**config.mk**
```make
export PLATFORM = sky130hd
export DESIGN_NAME = persistent_lattice_walker_step_unit_flat
export DESIGN_NICKNAME = d
export VERILOG_FILES = /design/src/hdl/plws_pkg.sv /design/src/hdl/plws_item_if.sv /design/src/hdl/plws_result_if.sv /design/src/hdl/persistent_lattice_walker_step_unit.sv /design/src/hdl/plws_step_logic.sv /design/src/flat_wrapper.sv
export SDC_FILE = /design/constraint.sdc
export NUM_CORES = 1
export LEC_CHECK = 0
export BUFFER_PORTS_ARGS = -buffer_cell sky130_fd_sc_hd__buf_2
export CELL_PAD_IN_SITES_DETAIL_PLACEMENT = 1
export CELL_PAD_IN_SITES_GLOBAL_PLACEMENT = 1
export CORE_MARGIN = 8
export CORE_UTILIZATION = 40
export DETAILED_ROUTE_END_ITERATION = 7
export PLACE_DENSITY = 0.72
export RECOVER_POWER = 100
export SYNTH_ARGS = -nofsm -noshare
export SYNTH_HDL_FRONTEND = slang
export SYNTH_SLANG_ARGS = --single-unit
```
**constraint.sdc**
```tcl
create_clock -name clk -period 26.6 [get_ports clk]
set_input_delay 5.32 -clock clk [delete_from_list [all_inputs] [get_ports clk]]
set_output_delay 5.32 -clock clk [all_outputs]
set_load 0.05 [all_outputs]
```
**src/hdl/plws_pkg.sv**
```systemverilog
// Shared types and constants for the persistent lattice walker step unit.
// No dependencies; every other file in hdl/ refers to this package by scoped name.
package plws_pkg;

  // Field widths fixed by the walker's item layout
  localparam int POS_W   = 10;
  localparam int SIDE_W  = 11;
  localparam int PROB_W  = 17;
  localparam int DRAW_W  = 16;
  localparam int HEAD_W  = 2;
  localparam int MODE_W  = 2;
  localparam int RAD_W   = 11;
  localparam int CFG_IDX_W  = 3;
  localparam int CFG_DATA_W = 17;
  localparam int OUT_CNT_W  = 32;

  // One as an unsigned 1.16 fraction
  localparam logic [PROB_W-1:0] PROB_ONE = 17'h10000;

  // Operation codes
  localparam logic OP_STEP  = 1'b0;
  localparam logic OP_PLACE = 1'b1;

  // Headings
  localparam logic [HEAD_W-1:0] HEAD_RIGHT = 2'd0;
  localparam logic [HEAD_W-1:0] HEAD_UP    = 2'd1;
  localparam logic [HEAD_W-1:0] HEAD_LEFT  = 2'd2;
  localparam logic [HEAD_W-1:0] HEAD_DOWN  = 2'd3;

  // Boundary modes
  localparam logic [MODE_W-1:0] MODE_FROZEN   = 2'd0;
  localparam logic [MODE_W-1:0] MODE_PERIODIC = 2'd1;
  localparam logic [MODE_W-1:0] MODE_ABSORB   = 2'd2;
  localparam logic [MODE_W-1:0] MODE_INERT    = 2'd3;

  // Configuration register indexes
  localparam logic [CFG_IDX_W-1:0] REG_FORWARD_PROB  = 3'd0;
  localparam logic [CFG_IDX_W-1:0] REG_REFLECT_PROB  = 3'd1;
  localparam logic [CFG_IDX_W-1:0] REG_LATTICE_SIZE  = 3'd2;
  localparam logic [CFG_IDX_W-1:0] REG_BOUNDARY_MODE = 3'd3;
  localparam logic [CFG_IDX_W-1:0] REG_TARGET_X      = 3'd4;
  localparam logic [CFG_IDX_W-1:0] REG_TARGET_Y      = 3'd5;
  localparam logic [CFG_IDX_W-1:0] REG_DETECT_RADIUS = 3'd6;

  // Input beat
  typedef struct packed {
    logic              operation;
    logic [DRAW_W-1:0] move_draw;
    logic              turn_coin;
    logic [DRAW_W-1:0] wall_draw;
    logic [POS_W-1:0]  place_x;
    logic [POS_W-1:0]  place_y;
    logic [HEAD_W-1:0] place_heading;
  } item_t;

  // Output beat
  typedef struct packed {
    logic [POS_W-1:0]     pos_x;
    logic [POS_W-1:0]     pos_y;
    logic [HEAD_W-1:0]    heading;
    logic                 target_found;
    logic                 absorbed_now;
    logic                 place_rejected;
    logic [OUT_CNT_W-1:0] wall_visits;
    logic [OUT_CNT_W-1:0] absorptions;
  } result_t;

  // Configuration as held in the top level; back_edge is derived on write
  typedef struct packed {
    logic [PROB_W-1:0] forward_prob;
    logic [PROB_W-1:0] back_edge;
    logic [PROB_W-1:0] reflect_prob;
    logic [SIDE_W-1:0] lattice_size;
    logic [MODE_W-1:0] boundary_mode;
    logic [POS_W-1:0]  target_x;
    logic [POS_W-1:0]  target_y;
    logic [RAD_W-1:0]  detect_radius;
  } cfg_t;

  // Walker position and heading
  typedef struct packed {
    logic [POS_W-1:0]  x;
    logic [POS_W-1:0]  y;
    logic [HEAD_W-1:0] heading;
  } walker_t;

  // Per-item status from the step logic
  typedef struct packed {
    logic found;
    logic absorbed;
    logic rejected;
    logic reflected;
  } step_flags_t;

endpackage

```
**src/hdl/plws_item_if.sv**
```systemverilog
// Valid/ready channel carrying one walker input beat.
// Depends on plws_pkg for the item_t payload.
interface plws_item_if;
  logic            valid;
  logic            ready;
  plws_pkg::item_t data;

  modport source (output valid, output data, input ready);
  modport sink   (input valid, input data, output ready);
endinterface

```
**src/hdl/plws_result_if.sv**
```systemverilog
// Valid/ready channel carrying one walker result beat.
// Depends on plws_pkg for the result_t payload.
interface plws_result_if;
  logic              valid;
  logic              ready;
  plws_pkg::result_t data;

  modport source (output valid, output data, input ready);
  modport sink   (input valid, input data, output ready);
endinterface

```
**src/hdl/persistent_lattice_walker_step_unit.sv**
```systemverilog
// Persistent lattice walker step unit: top level with configuration
// registers, walker state, saturating counters and a two-beat output buffer.
// Throughput: one item per cycle while the skid slot is empty; the walker
// update is a single pass through plws_step_logic and each result is
// registered. Two output slots keep input open while one result waits.
// Reset (rst, synchronous): walker at (0,0) heading right, counters zero,
// registers to their defaults, output buffer empty. Depends on plws_pkg.
module persistent_lattice_walker_step_unit #(
  parameter int MAX_SIDE   = 1024,
  parameter int COUNT_BITS = 32
) (
  input  logic                              clk,
  input  logic                              rst,
  input  logic                              cfg_write,
  input  logic [plws_pkg::CFG_IDX_W-1:0]    cfg_index,
  input  logic [plws_pkg::CFG_DATA_W-1:0]   cfg_data,
  plws_item_if.sink                         items,
  plws_result_if.source                     results
);

  plws_pkg::cfg_t        cfg;
  plws_pkg::walker_t     walker;
  plws_pkg::walker_t     walker_next;
  plws_pkg::step_flags_t flags;
  logic [COUNT_BITS-1:0] reflection_count;
  logic [COUNT_BITS-1:0] absorption_count;
  logic [COUNT_BITS-1:0] reflection_count_next;
  logic [COUNT_BITS-1:0] absorption_count_next;
  logic [63:0]           refl_wide;
  logic [63:0]           abs_wide;
  plws_pkg::result_t     result_next;
  plws_pkg::result_t     out_reg;
  plws_pkg::result_t     skid_reg;
  logic                  out_valid;
  logic                  skid_valid;
  logic                  in_fire;
  logic                  out_free;
  logic [16:0]           pf_w;
  logic [16:0]           rem_w;
  logic [32:0]           third_prod;
  logic [16:0]           back_edge_w;

  // Clamp a written forward probability and derive the back-move edge:
  // (65536 - pf) / 3 as a multiply by ceil(2^17 / 3), exact over 17 bits
  always_comb begin
    pf_w = (cfg_data > plws_pkg::PROB_ONE) ? plws_pkg::PROB_ONE : cfg_data;
    rem_w = plws_pkg::PROB_ONE - pf_w;
    third_prod = {16'd0, rem_w} * 33'd43691;
    back_edge_w = pf_w + {1'b0, third_prod[32:17]};
  end

  // Configuration writes
  always_ff @(posedge clk) begin
    if (rst) begin
      cfg.forward_prob  <= 17'd32768;
      cfg.back_edge     <= 17'd43690;
      cfg.reflect_prob  <= 17'd32768;
      cfg.lattice_size  <= 11'd64;
      cfg.boundary_mode <= plws_pkg::MODE_PERIODIC;
      cfg.target_x      <= '0;
      cfg.target_y      <= '0;
      cfg.detect_radius <= '0;
    end else if (cfg_write) begin
      case (cfg_index)
        plws_pkg::REG_FORWARD_PROB: begin
          cfg.forward_prob <= pf_w;
          cfg.back_edge    <= back_edge_w;
        end
        plws_pkg::REG_REFLECT_PROB:  cfg.reflect_prob  <= cfg_data;
        plws_pkg::REG_LATTICE_SIZE:  cfg.lattice_size  <= cfg_data[10:0];
        plws_pkg::REG_BOUNDARY_MODE: cfg.boundary_mode <= cfg_data[1:0];
        plws_pkg::REG_TARGET_X:      cfg.target_x      <= cfg_data[9:0];
        plws_pkg::REG_TARGET_Y:      cfg.target_y      <= cfg_data[9:0];
        plws_pkg::REG_DETECT_RADIUS: cfg.detect_radius <= cfg_data[10:0];
        default: ;
      endcase
    end
  end

  plws_step_logic #(
    .MAX_SIDE (MAX_SIDE)
  ) u_step (
    .cfg         (cfg),
    .walker      (walker),
    .item        (items.data),
    .walker_next (walker_next),
    .flags       (flags)
  );

  // Saturating counter updates
  always_comb begin
    reflection_count_next = reflection_count;
    absorption_count_next = absorption_count;
    if (flags.reflected && (reflection_count != '1)) begin
      reflection_count_next = reflection_count + COUNT_BITS'(1);
    end
    if (flags.absorbed && (absorption_count != '1)) begin
      absorption_count_next = absorption_count + COUNT_BITS'(1);
    end
    refl_wide = 64'(reflection_count_next);
    abs_wide  = 64'(absorption_count_next);
  end

  // Assemble the result beat
  always_comb begin
    result_next.pos_x          = walker_next.x;
    result_next.pos_y          = walker_next.y;
    result_next.heading        = walker_next.heading;
    result_next.target_found   = flags.found;
    result_next.absorbed_now   = flags.absorbed;
    result_next.place_rejected = flags.rejected;
    result_next.wall_visits    = refl_wide[plws_pkg::OUT_CNT_W-1:0];
    result_next.absorptions    = abs_wide[plws_pkg::OUT_CNT_W-1:0];
  end

  // Handshake: take input while the skid slot is empty
  assign items.ready   = !skid_valid;
  assign in_fire       = items.valid && !skid_valid;
  assign out_free      = !out_valid || results.ready;
  assign results.valid = out_valid;
  assign results.data  = out_reg;

  // Advance walker state on each accepted beat
  always_ff @(posedge clk) begin
    if (rst) begin
      walker           <= '0;
      reflection_count <= '0;
      absorption_count <= '0;
    end else if (in_fire) begin
      walker           <= walker_next;
      reflection_count <= reflection_count_next;
      absorption_count <= absorption_count_next;
    end
  end

  // Output register plus skid slot
  always_ff @(posedge clk) begin
    if (rst) begin
      out_valid  <= 1'b0;
      skid_valid <= 1'b0;
    end else if (out_free) begin
      if (skid_valid) begin
        out_valid  <= 1'b1;
        skid_valid <= 1'b0;
      end else begin
        out_valid <= in_fire;
      end
    end else if (in_fire) begin
      skid_valid <= 1'b1;
    end
  end

  // Payload moves: no reset needed
  always_ff @(posedge clk) begin
    if (out_free) begin
      if (skid_valid) begin
        out_reg <= skid_reg;
      end else if (in_fire) begin
        out_reg <= result_next;
      end
    end else if (in_fire) begin
      skid_reg <= result_next;
    end
  end

endmodule

```
**src/hdl/plws_step_logic.sv**
```systemverilog
// Combinational next-state logic for one walker item: heading pick, move,
// wrap, wall reflect/absorb, place and target detection. Depends on plws_pkg.
module plws_step_logic #(
  parameter int MAX_SIDE = 1024
) (
  input  plws_pkg::cfg_t        cfg,
  input  plws_pkg::walker_t     walker,
  input  plws_pkg::item_t       item,
  output plws_pkg::walker_t     walker_next,
  output plws_pkg::step_flags_t flags
);

  localparam logic [16:0] MAX_SIDE_V = 17'(MAX_SIDE);

  logic [plws_pkg::SIDE_W-1:0] side;
  logic [plws_pkg::SIDE_W-1:0] side_m1;
  logic [plws_pkg::HEAD_W-1:0] pick;
  logic signed [12:0]          dx;
  logic signed [12:0]          dy;
  logic signed [12:0]          mx;
  logic signed [12:0]          my;
  logic signed [12:0]          side_s;
  logic [plws_pkg::POS_W-1:0]  free_x;
  logic [plws_pkg::POS_W-1:0]  free_y;
  logic [plws_pkg::POS_W-1:0]  wrap_x;
  logic [plws_pkg::POS_W-1:0]  wrap_y;
  logic                        on_left;
  logic                        on_right;
  logic                        on_bottom;
  logic                        on_top;
  logic                        bounce;
  logic                        corner;
  logic [plws_pkg::POS_W-1:0]  diff_x;
  logic [plws_pkg::POS_W-1:0]  diff_y;
  logic [plws_pkg::RAD_W-1:0]  manhattan;
  logic                        found;
  logic                        absorbed;
  logic                        rejected;
  logic                        reflected;

  // Clamp the side length to [2, MAX_SIDE]
  always_comb begin
    if (cfg.lattice_size < 11'd2) begin
      side = 11'd2;
    end else if ({6'd0, cfg.lattice_size} > MAX_SIDE_V) begin
      side = MAX_SIDE_V[plws_pkg::SIDE_W-1:0];
    end else begin
      side = cfg.lattice_size;
    end
    side_m1 = side - 11'd1;
    side_s  = $signed({2'b00, side});
  end

  // Pick straight, back or a turn from the move draw
  always_comb begin
    if ({1'b0, item.move_draw} < cfg.forward_prob) begin
      pick = walker.heading;
    end else if ({1'b0, item.move_draw} < cfg.back_edge) begin
      pick = walker.heading + 2'd2;
    end else if (item.turn_coin) begin
      pick = walker.heading + 2'd3;
    end else begin
      pick = walker.heading + 2'd1;
    end
  end

  // Unit step along the picked heading, then the periodic wrap
  always_comb begin
    dx = '0;
    dy = '0;
    case (pick)
      plws_pkg::HEAD_RIGHT: dx = 13'sd1;
      plws_pkg::HEAD_UP:    dy = 13'sd1;
      plws_pkg::HEAD_LEFT:  dx = -13'sd1;
      plws_pkg::HEAD_DOWN:  dy = -13'sd1;
      default:              dx = '0;
    endcase
    mx = $signed({3'b000, walker.x}) + dx;
    my = $signed({3'b000, walker.y}) + dy;
    free_x = mx[plws_pkg::POS_W-1:0];
    free_y = my[plws_pkg::POS_W-1:0];
    if (mx < 0) begin
      wrap_x = 10'(mx + side_s);
    end else if (mx >= side_s) begin
      wrap_x = 10'(mx - side_s);
    end else begin
      wrap_x = free_x;
    end
    if (my < 0) begin
      wrap_y = 10'(my + side_s);
    end else if (my >= side_s) begin
      wrap_y = 10'(my - side_s);
    end else begin
      wrap_y = free_y;
    end
  end

  // Wall tests on the current walker and on the place coordinates
  always_comb begin
    on_left   = (walker.x == '0);
    on_right  = ({1'b0, walker.x} == side_m1);
    on_bottom = (walker.y == '0);
    on_top    = ({1'b0, walker.y} == side_m1);
    bounce    = ({1'b0, item.wall_draw} < cfg.reflect_prob);
    corner    = ((item.place_x == '0) || ({1'b0, item.place_x} == side_m1)) &&
                ((item.place_y == '0) || ({1'b0, item.place_y} == side_m1));
  end

  // Select the next walker state
  always_comb begin
    walker_next = walker;
    absorbed    = 1'b0;
    reflected   = 1'b0;
    if (item.operation == plws_pkg::OP_PLACE) begin
      walker_next.x       = item.place_x;
      walker_next.y       = item.place_y;
      walker_next.heading = item.place_heading;
    end else if (cfg.boundary_mode == plws_pkg::MODE_PERIODIC) begin
      walker_next.x       = wrap_x;
      walker_next.y       = wrap_y;
      walker_next.heading = pick;
    end else if (cfg.boundary_mode == plws_pkg::MODE_ABSORB) begin
      if (!(on_left || on_right || on_bottom || on_top)) begin
        walker_next.x       = free_x;
        walker_next.y       = free_y;
        walker_next.heading = pick;
      end else if (!bounce) begin
        absorbed = 1'b1;
      end else begin
        reflected = 1'b1;
        if (on_left) begin
          walker_next.x       = walker.x + 10'd1;
          walker_next.heading = plws_pkg::HEAD_RIGHT;
        end else if (on_right) begin
          walker_next.x       = walker.x - 10'd1;
          walker_next.heading = plws_pkg::HEAD_LEFT;
        end else if (on_bottom) begin
          walker_next.y       = walker.y + 10'd1;
          walker_next.heading = plws_pkg::HEAD_UP;
        end else begin
          walker_next.y       = walker.y - 10'd1;
          walker_next.heading = plws_pkg::HEAD_DOWN;
        end
      end
    end
  end

  // Manhattan distance of the new position to the target
  always_comb begin
    diff_x = (walker_next.x >= cfg.target_x) ? walker_next.x - cfg.target_x
                                             : cfg.target_x - walker_next.x;
    diff_y = (walker_next.y >= cfg.target_y) ? walker_next.y - cfg.target_y
                                             : cfg.target_y - walker_next.y;
    manhattan = {1'b0, diff_x} + {1'b0, diff_y};
    found     = (manhattan <= cfg.detect_radius);
    rejected  = (item.operation == plws_pkg::OP_PLACE) &&
                (found ||
                 ((cfg.boundary_mode == plws_pkg::MODE_ABSORB) && corner));
  end

  // Pack the per-item status
  assign flags = {found, absorbed, rejected, reflected};

endmodule

```
**src/flat_wrapper.sv**
```systemverilog
// flat-port wrapper written by rule: the top's interface ports become plain ports
module persistent_lattice_walker_step_unit_flat 
#(
  parameter int MAX_SIDE   = 1024,
  parameter int COUNT_BITS = 32
)
  (clk, rst, cfg_write, cfg_index, cfg_data, items_valid, items_data, items_ready, results_valid, results_data, results_ready);
  plws_item_if items_i ();
  plws_result_if results_i ();
  input  logic clk;
  input  logic rst;
  input  logic cfg_write;
  input  logic [plws_pkg::CFG_IDX_W-1:0] cfg_index;
  input  logic [plws_pkg::CFG_DATA_W-1:0] cfg_data;
  input wire logic [$bits(items_i.valid)-1:0] items_valid;
  input wire logic [$bits(items_i.data)-1:0] items_data;
  output wire logic [$bits(items_i.ready)-1:0] items_ready;
  output wire logic [$bits(results_i.valid)-1:0] results_valid;
  output wire logic [$bits(results_i.data)-1:0] results_data;
  input wire logic [$bits(results_i.ready)-1:0] results_ready;
  assign items_i.valid = items_valid;
  assign items_i.data = items_data;
  assign items_ready = items_i.ready;
  assign results_valid = results_i.valid;
  assign results_data = results_i.data;
  assign results_i.ready = results_ready;
  persistent_lattice_walker_step_unit #(.MAX_SIDE(MAX_SIDE), .COUNT_BITS(COUNT_BITS)) u_core (.clk(clk), .rst(rst), .cfg_write(cfg_write), .cfg_index(cfg_index), .cfg_data(cfg_data), .items(items_i), .results(results_i));
endmodule
```
==> reports/results.ini <==
[layout]
largest_reg_flops=95
area_growth_pct=10.2
fillers=8604
most-common-layout-cells=nand2_1 (377), inv_1 (317), ha_1 (310)
layout.nets=3883
final_common_cell=nand2_1
drive_gt1_frac=0.0803
layout.cells.non_filler=4388

[synthesis]
syn_inst=3286
synth-compound-area-share=0.153
synth_top_area_frac=0.183
yosysWarnings=0
synth_top_flop_cell=dfxtp_1
synth_seq_cells=361
synth_top_family_by_area=adder cells
synth_area_leaders=edfxtp_1 (18%), ha_1 (13%), dfxtp_1 (13%)
yosysUniqueCellTypes=92
yosysSeqAreaShare=0.308
synth_fp_nets=3776
synth_xor_xnor_area_share=0.0720
yosysTopAreaCell=edfxtp_1
synth_edf_count=178
synth_adder_area_share=0.200
synth_mux_area_frac=0.0408
synth_simple_gate_area_frac=0.166
async_flop_share=0
syn_area_mm2=0.0293
avgSynthCellArea_um2=8.90

[clock_network]
ctsHtreeMaxLevel=2
cts_tree=yes
cts_hold_buf=0
cts_made_buffers=42
ctsResizeCount=0
post_cts_buffers=0
clk_path_buf_depth=3
clkLatencyLatePin_ns=0.60
cts.sinks=361
cts-root-buf=clkbuf_16
clkTransAtPathRegs_ns=0.06

[global_routing]
gr-usage-all-layers=0.229
grt_pass1_vias=25650
grt_remaining_overflow=0
grt_start_max_net_pins=62
grt_pass1_wl_mm=150
antenna_found_initial=6

[power_and_ir_drop]
p_per_area_mw_per_mm2=135
ir_worst_vdd_mv=0.204
power_uw=4340
leakage_uw=0.0133

[die]
core-area_mm2=0.0727
initial_core_util=0.402
dieWidth_um=286
dieHeight_um=286
io_pins=172
row_count=99
die_area_mm2=0.0820

[setup_path]
max_stage_delay_ns=0.86
crit_arrival_ns=18.14
cp_max_fo=14
start_kind=input pin
critPathKind=input pin to register
crit_slowest_cell=a21oi_1
endpoint_kind=register
required_ns=26.91

[detailed_routing]
vias=24845
drc=0
antenna_left=0
viasPerCell=5.66
wl_per_cell_um=22.1
drtIter0Drc=1539
first_pass_iters=5
wirelength_mm=96.8

[outcome]
violations=capacitance limit, slew limit
status=complete, but fails checks

[sta]
setup_ws_ns=8.77
min_period_ns=17.83
finalCritPeriodShare=0.670
hold_ws_ns=0.453
setup_tns_ns=0
slew_headroom=-1.11
timing_hold_violations_final=0
final_max_slew_viol_count=521
setup_viol=0
grt_setup_unrepaired=no
skew_ns=0.0374
tightest_slew_ns=3.16
fmax_ghz=0.0561

[placement]
io_buffers=171
pre_cts_ws_ns=8.57
hpwl_mm=75.2
gp_congestion=0.965
numPlacedInstances=4308

[worst_hold_path]
hold_path_class=register to register

[flow_run]
maxCapViolCount=16

-- power by group --
group	leakage, uW	total [uW]	internal (uW)	switching [uW]
clock	0.000689	598	348	250
combinational	0.00951	3070	1330	1750
sequential	0.00311	670	635	34.6
total	0.0133	4340	2310	2030
-- kinds of logic (layout without fill, tap and decap cells) --
logic type,count (synthesis),in the layout
compound gates,684,684
xor+xnor,239,239
fa+ha+maj,409,409
buf+inv,462,602
flops,361,361
mux,109,109
other cells,0,3
simple gates,1022,1022
-- layout make-up --
type                       count  area [um2]  share of cell area
sequential                   361        9010               0.280
clock inverter                19         282             0.00874
clock buffer                  58        1150              0.0357
antenna                        3        7.51            0.000233
multi-input combinational   2463       18400               0.571
inverter                     318        1190              0.0371
timing repair buffer         207         966              0.0300
tap                          959        1200              0.0372
-- critical path: cells and delay by family --
family	cells	cell delay [ns]
and+or+nand+nor	11	2.03
muxes	1	0.21
AOI/OAI and AO/OA	27	7.20
buffers and inverters	4	0.55
xor gates and xnor gates	4	0.92
adders and majority gates	6	1.89
-- through the flow --
step | instance area (um2) | utilization
after floorplan | 29300 | -
after global placement | 31000 | 0.427
after detailed placement | 31000 | 0.427
after CTS | 32500 | 0.447
after global routing | 32200 | 0.443
final | 32200 | 0.443
-- worst paths after layout --
path                  start                      end  slack [ns]  cells past startpoint
max          items_data[45]  u_core.results.data[64]        8.77                     53
min          u_core.cfg[92]           u_core.cfg[92]        0.45                      2
max reg2reg  u_core.cfg[67]  u_core.results.data[64]       13.25                     53
min reg2reg  u_core.cfg[92]           u_core.cfg[92]        0.45                      2
-- layer usage --
layer	global-route usage	part of all wire	up-vias
li1	-	-	11702
met1	0.297	0.44	12280
met2	0.388	0.48	679
met3	0.0308	0.051	180
met4	0.0814	0.036	4
met5	0	0.00028	-
-- cells in the mapped netlist (29+ instances only) --
library cell,instances
xor2_1,92
a21o_1,41
clkbuf_1,121
a21oi_1,234
ha_1,310
dfxtp_1,183
o21ai_0,124
inv_1,318
mux2_2,82
and3_1,33
edfxtp_1,178
nor2_1,232
a211oi_1,35
nand2b_1,38
fa_1,99
nand2_1,377
nor2b_1,37
xnor2_1,146
nor3_1,64
nand3_1,81
nand4_1,29
Power figures use the tool's default switching activity.
